`src/hw/rtl/character_range_expander_macros.svh`:
```
// Assertion macros used by the character range expander datapath.
`ifndef CHARACTER_RANGE_EXPANDER_MACROS_SVH
`define CHARACTER_RANGE_EXPANDER_MACROS_SVH

`ifndef NO_ASSERTIONS

// Check a property on every rising clk_i edge outside reset.
`define CRE_ASSERT(lbl, prop, msg) \
  lbl: assert property (@(posedge clk_i) disable iff (!rst_ni) (prop)) else $error(msg);

// Check that a condition never holds on a rising clk_i edge outside reset.
`define CRE_ASSERT_NEVER(lbl, cond, msg) \
  lbl: assert property (@(posedge clk_i) disable iff (!rst_ni) !(cond)) else $error(msg);

`else

`define CRE_ASSERT(lbl, prop, msg)
`define CRE_ASSERT_NEVER(lbl, cond, msg)

`endif

`endif

```
`src/hw/rtl/cre_pkg.sv`:
```
// Types, constants and a helper function of the character range expander.
package cre_pkg;

  localparam logic [7:0] DashChar  = 8'h2D;
  localparam logic [7:0] LowerMin  = 8'h61;
  localparam logic [7:0] LowerMax  = 8'h7A;
  localparam logic [7:0] UpperMin  = 8'h41;
  localparam logic [7:0] UpperMax  = 8'h5A;
  localparam logic [7:0] DigitMin  = 8'h30;
  localparam logic [7:0] DigitMax  = 8'h39;

  typedef enum logic [1:0] {
    CLS_NONE  = 2'd0,
    CLS_LOWER = 2'd1,
    CLS_UPPER = 2'd2,
    CLS_DIGIT = 2'd3
  } char_class_e;

  typedef enum logic [2:0] {
    EMIT_NONE  = 3'd0,
    EMIT_IN    = 3'd1,
    EMIT_DASH  = 3'd2,
    EMIT_FIRST = 3'd3,
    EMIT_STEP  = 3'd4,
    EMIT_CUR   = 3'd5
  } emit_sel_e;

  typedef struct packed {
    logic      load;
    emit_sel_e sel;
    logic      last;
  } cre_cmd_t;

  typedef struct packed {
    logic slot_free;
    logic dash_pending;
    logic ends_match;
    logic range_nonempty;
    logic hold;
    logic step_done;
  } cre_status_t;

  function automatic char_class_e char_class(input logic [7:0] c);
    char_class_e cls;
    cls = CLS_NONE;
    if (c inside {[LowerMin:LowerMax]}) begin
      cls = CLS_LOWER;
    end else if (c inside {[UpperMin:UpperMax]}) begin
      cls = CLS_UPPER;
    end else if (c inside {[DigitMin:DigitMax]}) begin
      cls = CLS_DIGIT;
    end
    return cls;
  endfunction

endpackage

```
`src/hw/rtl/cre_stream_if.sv`:
```
// Valid/ready stream interfaces for the input and result channels.
interface cre_in_if;
  logic       valid;
  logic       ready;
  logic [7:0] in_char;
  logic       end_of_text;

  modport source (output valid, output in_char, output end_of_text, input ready);
  modport sink   (input valid, input in_char, input end_of_text, output ready);
endinterface

interface cre_out_if;
  logic       valid;
  logic       ready;
  logic [7:0] out_char;
  logic       last_of_run;

  modport source (output valid, output out_char, output last_of_run, input ready);
  modport sink   (input valid, input out_char, input last_of_run, output ready);
endinterface

```
`src/hw/rtl/cre_datapath.sv`:
```
// Datapath: neighbor state, range counter and output register.
`include "character_range_expander_macros.svh"

module cre_datapath (
  input  logic                clk_i,
  input  logic                rst_ni,
  input  logic [7:0]          in_char_i,
  input  logic                end_of_text_i,
  input  logic                out_ready_i,
  output logic                out_valid_o,
  output logic [7:0]          out_char_o,
  output logic                out_last_o,
  input  cre_pkg::cre_cmd_t    cmd_i,
  output cre_pkg::cre_status_t status_o
);

  logic [7:0] prev_char_q, prev_char_d;
  logic       prev_valid_q, prev_valid_d;
  logic       pending_q, pending_d;
  logic [7:0] ctr_q, ctr_d;
  logic       up_q, up_d;
  logic [7:0] cur_q, cur_d;
  logic       out_valid_q, out_valid_d;
  logic [7:0] out_char_q, out_char_d;
  logic       out_last_q, out_last_d;

  cre_pkg::char_class_e in_cls, prev_cls;
  logic       up;
  logic [7:0] diff;
  logic [7:0] first;
  logic [7:0] step;
  logic       slot_free;
  logic       hold;

  always_comb begin
    in_cls    = cre_pkg::char_class(in_char_i);
    prev_cls  = cre_pkg::char_class(prev_char_q);
    up        = in_char_i > prev_char_q;
    diff      = up ? (in_char_i - prev_char_q) : (prev_char_q - in_char_i);
    first     = up ? (prev_char_q + 8'd1) : (prev_char_q - 8'd1);
    step      = up_q ? (ctr_q + 8'd1) : (ctr_q - 8'd1);
    slot_free = !out_valid_q || out_ready_i;
    hold      = (in_char_i == cre_pkg::DashChar) && prev_valid_q &&
                (prev_cls != cre_pkg::CLS_NONE) && !end_of_text_i;
  end

  assign status_o.slot_free      = slot_free;
  assign status_o.dash_pending   = pending_q;
  assign status_o.ends_match     = (prev_cls != cre_pkg::CLS_NONE) && (prev_cls == in_cls);
  assign status_o.range_nonempty = diff > 8'd1;
  assign status_o.hold           = hold;
  assign status_o.step_done      = step == cur_q;

  // Neighbor state follows the item at its transfer.
  always_comb begin
    prev_char_d  = prev_char_q;
    prev_valid_d = prev_valid_q;
    pending_d    = pending_q;
    if (cmd_i.load) begin
      if (pending_q) begin
        pending_d    = 1'b0;
        prev_char_d  = in_char_i;
        prev_valid_d = 1'b1;
      end else if (hold) begin
        pending_d    = 1'b1;
      end else begin
        prev_char_d  = in_char_i;
        prev_valid_d = 1'b1;
      end
      if (end_of_text_i) begin
        prev_char_d  = 8'd0;
        prev_valid_d = 1'b0;
        pending_d    = 1'b0;
      end
    end
  end

  always_comb begin
    ctr_d       = ctr_q;
    up_d        = up_q;
    cur_d       = cur_q;
    out_char_d  = out_char_q;
    out_last_d  = out_last_q;
    out_valid_d = out_valid_q && !out_ready_i;
    if (cmd_i.load) begin
      cur_d = in_char_i;
      up_d  = up;
      ctr_d = first;
    end
    if (cmd_i.sel != cre_pkg::EMIT_NONE) begin
      out_valid_d = 1'b1;
      out_last_d  = cmd_i.last;
    end
    case (cmd_i.sel)
      cre_pkg::EMIT_IN:    out_char_d = in_char_i;
      cre_pkg::EMIT_DASH:  out_char_d = cre_pkg::DashChar;
      cre_pkg::EMIT_FIRST: out_char_d = first;
      cre_pkg::EMIT_STEP: begin
        out_char_d = step;
        ctr_d      = step;
      end
      cre_pkg::EMIT_CUR:   out_char_d = cur_q;
      default:             out_char_d = out_char_q;
    endcase
  end

  always_ff @(posedge clk_i or negedge rst_ni) begin
    if (!rst_ni) begin
      prev_char_q  <= 8'd0;
      prev_valid_q <= 1'b0;
      pending_q    <= 1'b0;
      out_valid_q  <= 1'b0;
    end else begin
      prev_char_q  <= prev_char_d;
      prev_valid_q <= prev_valid_d;
      pending_q    <= pending_d;
      out_valid_q  <= out_valid_d;
    end
  end

  always_ff @(posedge clk_i) begin
    ctr_q      <= ctr_d;
    up_q       <= up_d;
    cur_q      <= cur_d;
    out_char_q <= out_char_d;
    out_last_q <= out_last_d;
  end

  assign out_valid_o = out_valid_q;
  assign out_char_o  = out_char_q;
  assign out_last_o  = out_last_q;

  `CRE_ASSERT_NEVER(a_emit_into_full, (cmd_i.sel != cre_pkg::EMIT_NONE) && !slot_free, "result register overwritten")
  `CRE_ASSERT(a_pending_has_left, pending_q |-> prev_valid_q, "held dash without left neighbor")
  `CRE_ASSERT(a_pending_left_class, pending_q |-> (prev_cls != cre_pkg::CLS_NONE), "held dash after unclassed character")
  `CRE_ASSERT(a_step_in_range, (cmd_i.sel == cre_pkg::EMIT_STEP) |-> (step != cur_q), "range step past right end")

endmodule

```
`src/hw/rtl/cre_ctrl.sv`:
```
// Controller: sequences the results of one input item.
module cre_ctrl (
  input  logic                clk_i,
  input  logic                rst_ni,
  input  logic                in_valid_i,
  output logic                in_ready_o,
  input  cre_pkg::cre_status_t status_i,
  output cre_pkg::cre_cmd_t    cmd_o
);

  typedef enum logic [2:0] {
    S_IDLE  = 3'b001,
    S_RANGE = 3'b010,
    S_CHAR  = 3'b100
  } state_e;

  state_e state_q, state_d;
  logic   accept;

  assign in_ready_o = (state_q == S_IDLE) && status_i.slot_free;
  assign accept     = in_valid_i && in_ready_o;

  always_comb begin
    state_d    = state_q;
    cmd_o.load = accept;
    cmd_o.sel  = cre_pkg::EMIT_NONE;
    cmd_o.last = 1'b0;
    case (state_q)
      S_IDLE: begin
        if (accept) begin
          if (status_i.dash_pending) begin
            if (status_i.ends_match && status_i.range_nonempty) begin
              cmd_o.sel = cre_pkg::EMIT_FIRST;
              state_d   = S_RANGE;
            end else if (status_i.ends_match) begin
              cmd_o.sel  = cre_pkg::EMIT_IN;
              cmd_o.last = 1'b1;
            end else begin
              cmd_o.sel = cre_pkg::EMIT_DASH;
              state_d   = S_CHAR;
            end
          end else if (!status_i.hold) begin
            cmd_o.sel  = cre_pkg::EMIT_IN;
            cmd_o.last = 1'b1;
          end
        end
      end
      S_RANGE: begin
        if (status_i.slot_free) begin
          if (status_i.step_done) begin
            cmd_o.sel  = cre_pkg::EMIT_CUR;
            cmd_o.last = 1'b1;
            state_d    = S_IDLE;
          end else begin
            cmd_o.sel = cre_pkg::EMIT_STEP;
          end
        end
      end
      S_CHAR: begin
        if (status_i.slot_free) begin
          cmd_o.sel  = cre_pkg::EMIT_CUR;
          cmd_o.last = 1'b1;
          state_d    = S_IDLE;
        end
      end
      default: state_d = S_IDLE;
    endcase
  end

  always_ff @(posedge clk_i or negedge rst_ni) begin
    if (!rst_ni) begin
      state_q <= S_IDLE;
    end else begin
      state_q <= state_d;
    end
  end

endmodule

```
`src/hw/rtl/character_range_expander.sv`:
```
// Character range expander: one character in, its expansion out, one character per cycle while out_o is ready.
//
// Each input transfer carries one character. A character that is simply copied gives one
// result; a dash that may start a range is held until the next character, with no result;
// the character after a held dash gives the range characters strictly between the two
// ends plus the right end, or a literal dash plus the character, so at most 25 results.
// The single result register, loaded with one character per cycle while out_o is ready,
// sets the rate. A new character is taken no earlier than the transfer of the previous
// item's final result, at the earliest in the same cycle as that transfer.
module character_range_expander (
  input  logic      clk_i,
  input  logic      rst_ni,
  cre_in_if.sink    in_i,
  cre_out_if.source out_o
);

  cre_pkg::cre_cmd_t    cmd;
  cre_pkg::cre_status_t status;

  cre_ctrl u_ctrl (
    .clk_i      (clk_i),
    .rst_ni     (rst_ni),
    .in_valid_i (in_i.valid),
    .in_ready_o (in_i.ready),
    .status_i   (status),
    .cmd_o      (cmd)
  );

  cre_datapath u_datapath (
    .clk_i         (clk_i),
    .rst_ni        (rst_ni),
    .in_char_i     (in_i.in_char),
    .end_of_text_i (in_i.end_of_text),
    .out_ready_i   (out_o.ready),
    .out_valid_o   (out_o.valid),
    .out_char_o    (out_o.out_char),
    .out_last_o    (out_o.last_of_run),
    .cmd_i         (cmd),
    .status_o      (status)
  );

endmodule

```
`src/flat_wrapper.sv`:
```
// flat-port wrapper written by rule: the top's interface ports become plain ports
module character_range_expander_flat 
  (clk_i, rst_ni, in_i_valid, in_i_in_char, in_i_end_of_text, in_i_ready, out_o_valid, out_o_out_char, out_o_last_of_run, out_o_ready);
  cre_in_if in_i_i ();
  cre_out_if out_o_i ();
  input  logic clk_i;
  input  logic rst_ni;
  input wire logic [$bits(in_i_i.valid)-1:0] in_i_valid;
  input wire logic [$bits(in_i_i.in_char)-1:0] in_i_in_char;
  input wire logic [$bits(in_i_i.end_of_text)-1:0] in_i_end_of_text;
  output wire logic [$bits(in_i_i.ready)-1:0] in_i_ready;
  output wire logic [$bits(out_o_i.valid)-1:0] out_o_valid;
  output wire logic [$bits(out_o_i.out_char)-1:0] out_o_out_char;
  output wire logic [$bits(out_o_i.last_of_run)-1:0] out_o_last_of_run;
  input wire logic [$bits(out_o_i.ready)-1:0] out_o_ready;
  assign in_i_i.valid = in_i_valid;
  assign in_i_i.in_char = in_i_in_char;
  assign in_i_i.end_of_text = in_i_end_of_text;
  assign in_i_ready = in_i_i.ready;
  assign out_o_valid = out_o_i.valid;
  assign out_o_out_char = out_o_i.out_char;
  assign out_o_last_of_run = out_o_i.last_of_run;
  assign out_o_i.ready = out_o_ready;
  character_range_expander u_core (.clk_i(clk_i), .rst_ni(rst_ni), .in_i(in_i_i), .out_o(out_o_i));
endmodule
```
`config.mk`:
```
export PLATFORM = sky130hd
export DESIGN_NAME = character_range_expander_flat
export DESIGN_NICKNAME = d
export VERILOG_FILES = /design/src/hw/rtl/cre_pkg.sv /design/src/hw/rtl/cre_stream_if.sv /design/src/hw/rtl/cre_datapath.sv /design/src/hw/rtl/cre_ctrl.sv /design/src/hw/rtl/character_range_expander.sv /design/src/flat_wrapper.sv
export VERILOG_INCLUDE_DIRS = /design/src /design/src/hw/rtl
export SDC_FILE = /design/constraint.sdc
export NUM_CORES = 1
export LEC_CHECK = 0
export ABC_AREA = 1
export BUFFER_PORTS_ARGS = -buffer_cell sky130_fd_sc_hd__buf_2
export CORE_MARGIN = 8
export CORE_UTILIZATION = 55
export CTS_CLUSTER_SIZE = 25
export DETAILED_ROUTE_END_ITERATION = 8
export PLACE_DENSITY = 0.75
export SYNTH_ARGS = -nofsm -noshare
export SYNTH_HDL_FRONTEND = slang
export SYNTH_SLANG_ARGS = --single-unit
```
`constraint.sdc`:
```
create_clock -name clk_i -period 3.4 [get_ports clk_i]
set_input_delay 0.17 -clock clk_i [delete_from_list [all_inputs] [get_ports clk_i]]
set_output_delay 0.17 -clock clk_i [all_outputs]
set_load 0.03 [all_outputs]
```
==> metrics, run 1 <==
Internal Power=0.00201 W; GR Util All Layers=21.3%; Mean Syn Cell Area=approximately 6.9 um2; IO Pins=24; die height=100 um; startpoint types=register; VDD IR-drop max=approximately 0.31 mV; Detail Route Antenna Nets=0; CTS sink cnt=40; PD cells=991 mW/mm2; post-synth net total=609; status=completed; routing usage on met3=2.63%; CTS tree=yes; CP required=between 3 and 4 ns; pin count of the biggest net entering global routing=16; Leak=2.39 nW; top fanout value on the critical path=13; Cells after Synth=approximately 570; cell area after synthesis=between 0.003 and 0.004 mm2; Min Hold Slack=0.161 ns; Worst Skew=0.00674 ns; # fillers=674; fin nets=646; Synth cell types=34; met2 GRT Util=about two fifths; vias in the first global route=about 3,800; busiest grt layer=met2; Worst Hold Path EP=u_core.u_datapath.cur_q[4]; hold path start=in_i_in_char[4]; r2r setup slk=between 0.2 and 0.3 ns; Initial Utilization=between 50% and 60%; Root Buffer=clkbuf_8; Fmax=318 MHz; r2r worst-path depth=17; EDFF count, synth=26; area delta synth->final=10.4%; # diodes=0; die area=0.0100 mm2; FF+latch count, synth=40; final hold vios=0; routed length per instance=approximately 15 um; Final period util=92.4%; placer congestion estimate=0.951; RSZ-0062 raised after global routing=false; setup TNS=0 ns; Max Transition Viols Final=0; initial antenna violation count=0; register area share after synthesis=29.1%; Comb pwr share=68.4%; Slew @ Worst Pin=~0.37 ns; Vias=3,778; asr flop ratio synth=between 30% and 40%; met1 Use GR=between 20% and 30%; slowest CP cell=edfxtp_1; Hold Crit Depth=1; Clock power frac=between 9 and 10%; Die X=100 um; ratio of cells with drive above 1 in the final layout=15.1%; switch share=52.7%; final core utilization=62.8%; Vias/cell=~5.4; post-CTS setup buffer count=0; largest stage delay on the critical path=about 0.40 ns; total grt overflow=0; yosys warns=0; relative slew slack=75.0%; core area=0.00683 mm2; Clock Latency Late Sink=0.30 ns; Longest Clk Path Bufs=2; Rows=30; top-count cell post-synth=nand2_1; DRC viols=0; min Tclk post-route=3.14 ns; Synth area leaders=edfxtp_1 20%, nand2_1 17%, inv_1 9.5%; top-area cell type share of the netlist area=20.1%; initial DRC count=246; DRT Wirelength=roughly 10 mm; CTS HTree Levels=2; global-route wire length before repair=17.4 mm; R2R Path Start=u_core.u_datapath.up_q; sequential share of power=about 22%; crit end category=register; worst endpoint data arrival time=3.10 ns; number of port buffers=23; commonest cells in the synthesized netlist=175 x nand2_1, 98 x inv_1, 56 x nand3_1; hold crit path type=input port to register; most frequent CP cell=nand2_1; Synth Flop Type=edfxtp_1; RR Endpoint=u_core.u_datapath.ctr_q[4]; CP Class=register to register; final setup fails=0; post-DP HPWL=around 8.4 mm; clk slew on worst S/H paths=roughly 0.080 ns; Switching Power=0.00224 W; crit path cell chain=inv_1 > ha_1 > nand2_1 > nand2_1 > nand2_1 > nand4_1 > nand2_1 > nand2_1 > nand2_1 > nor2_1 > nand2_2 > nand2_2 > nand2_4 > nand2_4 > inv_4 > nand3_2 > nand2_1; CTS buffer count=5; Max Cap Viol=0; area leader, netlist=edfxtp_1; Detailed Routing Iterations Pass 1=4
==> cell usage in the layout (no fill, tap or decap), types with 9 or more instances in the layout <==
cell	instances
inv_1	98
a21oi_1	22
buf_2	23
nor2_1	43
edfxtp_1	26
buf_4	15
nand2_2	11
nand4_1	12
dfrtp_1	12
xor2_1	9
ha_1	26
nand3_1	56
nand2_1	175
==> cell families (layout without fill, tap and decap cells) <==
| family | after synthesis | after routing | share of synthesized area [%] |
|---|---|---|---|
| AO/OA/AOI/OAI | 43 | 43 | 6.41 |
| flip-flops | 40 | 40 | 29.1 |
| XOR/XNOR | 11 | 11 | 2.48 |
| buffers and inverters | 112 | 150 | 11.9 |
| AND/OR/NAND/NOR | 328 | 328 | 39.3 |
| adder cells (fa/ha/maj) | 31 | 31 | 10.8 |
==> worst max path at each step <==
| stage | from | to | cells after the start |
|---|---|---|---|
| final | u_core.u_datapath.up_q | u_core.u_datapath.ctr_q[4] | 17 |
| after global routing | u_core.u_datapath.prev_char_q[0] | u_core.u_datapath.out_char_o[6] | 19 |
| after CTS | u_core.u_datapath.prev_char_q[0] | u_core.u_datapath.out_char_o[6] | 19 |
| after detailed placement | u_core.u_datapath.prev_char_q[0] | u_core.u_datapath.out_char_o[6] | 19 |
| after global placement | u_core.u_datapath.prev_char_q[0] | u_core.u_datapath.out_char_o[6] | 19 |
| after floorplan | u_core.u_datapath.prev_char_q[0] | u_core.u_datapath.out_char_o[6] | 19 |
==> routing by layer <==
metal  part of all wire [%]  up-vias
met5                      0        -
met4                    4.7        0
met3                    4.0       35
met2                     52      118
met1                     39     1747
li1                       -     1878
==> what timing repair did <==
item | CTS | global route
hold endpoints to repair | 13 | 0
setup endpoints to repair | 0 | 4
gates resized for setup | 0 | 5
hold buffers | 1 | 0
==> metrics by stage <==
| stage | setup WS [ns] | power [W] | instance area [um2] | instances |
|---|---|---|---|---|
| final | 0.260 | 0.00425 | 4290 | 699 |
| after global routing | 0.0207 | 0.00464 | 4290 | 699 |
| after CTS | 0.137 | 0.00423 | 4280 | 699 |
| after detailed placement | 0.156 | 0.00382 | 4160 | 690 |
| after global placement | 0.272 | 0.00373 | 4160 | 690 |
| after floorplan | 0.482 | 0.00313 | 3880 | 565 |
==> layout make-up <==
type                       count  area (um2)  area share [%]
clock buffer                   6        72.6            1.69
clock inverter                 2        35.0           0.817
inverter                     103         389            9.07
multi-input combinational    413        2300            53.6
sequential                    40        1130            26.4
tap                           96         120            2.80
timing repair buffer          39         238            5.54
==> state kept, by name, summed over array words and instances (netlist names) <==
register and flops:
u_core.u_datapath.out_valid_o 1, u_core.u_datapath.cur_q 8, u_core.u_datapath.out_last_o 1, u_core.u_datapath.out_char_o 8
u_core.u_datapath.ctr_q 8, u_core.u_datapath.prev_valid_q 1, u_core.u_datapath.prev_char_q 8, u_core.u_datapath.up_q 1
u_core.u_datapath.pending_q 1, u_core.u_ctrl.state_q 3
==> critical path: cells and delay by family, from the launching register on <==
family                   cells  cell delay (ns)
buffers and inverters        2             0.38
AND/OR/NAND/NOR             14             1.66
adder cells (fa/ha/maj)      1             0.36
flip-flops                   1             0.40
==> power groups by stage <==
| stage | registers, W | logic (W) | clock network [W] |
|---|---|---|---|
| after global routing | 0.000971 | 0.00325 | 0.000411 |
| final | 0.000950 | 0.00291 | 0.000392 |
| after detailed placement | 0.000958 | 0.00286 | 0 |
| after floorplan | 0.00106 | 0.00207 | 0 |
| after CTS | 0.000948 | 0.00288 | 0.000395 |
| after global placement | 0.000946 | 0.00278 | 0 |
Note: power is estimated with default switching activity, not from simulation.
==> inputs of run 2 (changes only) <==
--- a/config.mk
+++ b/config.mk
@@ -8,11 +8,13 @@
 export LEC_CHECK = 0
 export ABC_AREA = 1
 export BUFFER_PORTS_ARGS = -buffer_cell sky130_fd_sc_hd__buf_2
+export CAP_MARGIN = 30
 export CORE_MARGIN = 8
 export CORE_UTILIZATION = 55
 export CTS_CLUSTER_SIZE = 25
 export DETAILED_ROUTE_END_ITERATION = 8
 export PLACE_DENSITY = 0.75
+export RECOVER_POWER = 25
 export SYNTH_ARGS = -nofsm -noshare
 export SYNTH_HDL_FRONTEND = slang
 export SYNTH_SLANG_ARGS = --single-unit
==> metrics, run 2 (synthesis results as in run 1) <==
CTS tree=yes; min Tclk post-route=3.14 ns (+0.00360 ns); # diodes=0 (unchanged); r2r setup slk=0.26 ns (about the same); global-route wire length before repair=17.4 mm (unchanged); CTS HTree Levels=2 (unchanged); post-DP HPWL=8.41 mm (unchanged); Max Transition Viols Final=0 (unchanged); pin count of the biggest net entering global routing=16 (unchanged); most frequent CP cell=nand2_1; Clock Latency Late Sink=0.29 ns (about the same); RSZ-0062 raised after global routing=false; Fmax=318 MHz (-0.11%); fin nets=646 (unchanged); Rows=30 (unchanged); final hold vios=0 (unchanged); Slew @ Worst Pin=0.887 ns (+0.513 ns); top fanout value on the critical path=13 (unchanged); Place WS=0.156 ns (unchanged); initial antenna violation count=0 (unchanged); DRC viols=0 (unchanged); setup TNS=0 ns (unchanged); vias in the first global route=3,790 (unchanged); # fillers=678 (+0.59%); post-CTS setup buffer count=0 (unchanged); placed cell count=690 (unchanged); slowest CP cell=edfxtp_1; crit path cell chain=inv_1 > ha_1 > nand2_1 > nand2_1 > nand2_1 > nand4_1 > nand2_1 > nand2_1 > nand2_1 > nor2_1 > nand2_2 > nand2_2 > nand2_4 > nand2_4 > inv_4 > nand3_2 > nand2_1; startpoint types=register; area delta synth->final=9.89%; CTS sink cnt=40 (unchanged); initial DRC count=276 (+12%); Worst Skew=0.00531 ns (-0.00143 ns); Leak=2.36 nW (-1.1%); r2r worst-path depth=17 (unchanged); Vias=3,787 (+0.24%); IO Pins=24 (unchanged); crit end category=register; DRT Wirelength=10.4 mm (+0.66%); CP Class=register to register; total grt overflow=0 (unchanged); most frequent cells in the layout=175 x nand2_1, 98 x inv_1, 56 x nand3_1; worst endpoint data arrival time=3.10 ns (about the same); final worst setup slack=0.256 ns (-0.00360 ns); die height=100 um (unchanged); routed length per instance=14.9 um (+0.66%); ratio of cells with drive above 1 in the final layout=13.6% (-1.5 points); Max Cap Viol=0 (unchanged); Longest Clk Path Bufs=2 (unchanged); final core utilization=62.5% (-0.27 points); Final period util=92.5% (+0.11 points); number of port buffers=23 (unchanged); Detail Route Antenna Nets=0 (unchanged); core area=0.00683 mm2 (unchanged); Detailed Routing Iterations Pass 1=4 (unchanged); Hold Crit Depth=3 (+2); GR Util All Layers=21.3% (unchanged); Initial Utilization=56.9% (unchanged); hold path start=in_i_in_char[2]; Finished Layout Cells=699 (unchanged); clk slew on worst S/H paths=0.08 ns (about the same); relative slew slack=40.9% (-34 points); RR Endpoint=u_core.u_datapath.ctr_q[4]; Die X=100 um (unchanged); Root Buffer=clkbuf_8; CP required=3.36 ns (about the same); die area=0.0100 mm2 (unchanged); final setup fails=0 (unchanged); VDD IR-drop max=0.316 mV (+0.36%); status=completed; hold crit path type=input port to register; R2R Path Start=u_core.u_datapath.up_q; Min Hold Slack=0.201 ns (+0.0403 ns); most common cell after layout, fill and taps aside=nand2_1; Vias/cell=5.42 (+0.24%); Worst Hold Path EP=u_core.u_datapath.prev_char_q[2]; PD cells=995 mW/mm2 (+0.40%); largest stage delay on the critical path=0.40 ns (about the same); placer congestion estimate=0.951 (unchanged); CTS buffer count=5 (unchanged)
## run 2: changes by cell type in the layout (fill, tap and decap cells not counted)
cell / delta
clkbuf_1: +9
buf_4: -3
buf_2: -6
## run 2: stage by stage
stage / instance area, um2 / power, W
final: 4270 / 0.00425
after global routing: 4270 / 0.00463
after CTS: 4280 / 0.00423
after detailed placement: 4160 / 0.00382
after global placement: 4160 / 0.00373
after floorplan: 3880 / 0.00313
## run 2: worst max path at each step
stage	from	to	slack (ns)	cells past startpoint
2_1_floorplan	u_core.u_datapath.prev_char_q[0]	u_core.u_datapath.out_char_o[6]	0.48	19
3_3_place_gp	u_core.u_datapath.prev_char_q[0]	u_core.u_datapath.out_char_o[6]	0.27	19
3_5_place_dp	u_core.u_datapath.prev_char_q[0]	u_core.u_datapath.out_char_o[6]	0.16	19
4_1_cts	u_core.u_datapath.prev_char_q[0]	u_core.u_datapath.out_char_o[6]	0.14	19
5_1_grt	u_core.u_datapath.prev_char_q[0]	u_core.u_datapath.out_char_o[6]	0.02	19
6_report	u_core.u_datapath.up_q	u_core.u_datapath.ctr_q[4]	0.26	17
## run 2: metal layers
metal	global-route usage [%]	wire length (um)	up-vias
met1	22.6	4050	1740
met4	12.9	497	0
met3	2.63	457	37
met2	39.4	5380	129
met5	0	0	-
li1	-	-	1881
## run 2: what timing repair did
action                                  in CTS  in global routing
resized for setup                            0                  5
hold buffers                                 1                  0
hold endpoints to repair                    13                  0
endpoints found under the setup margin       0                  4
## run 2: area by class of cell
type | instances | area (um2) | share of cell area, %
Clock buffer | 6 | 72.6 | 1.70
Clock inverter | 2 | 35.0 | 0.821
Inverter | 103 | 389 | 9.11
Multi-Input combinational cell | 413 | 2300 | 53.9
Sequential cell | 40 | 1130 | 26.6
Tap cell | 96 | 120 | 2.81
Timing Repair Buffer | 39 | 219 | 5.13
## run 2: worst max-delay path: cells and delay by family (launching register included)
kind,cells,cell delay (ns)
buf+inv,2,0.38
simple gates,14,1.66
fa+ha+maj,1,0.36
flops,1,0.40
## run 2: power breakdown
group          switching [W]  leakage, nW  total, W  internal (W)
registers           0.000132        0.423  0.000951      0.000819
logic                0.00194         1.88   0.00291      0.000971
clock network       0.000174       0.0552  0.000392      0.000218
total                0.00224         2.36   0.00425       0.00201
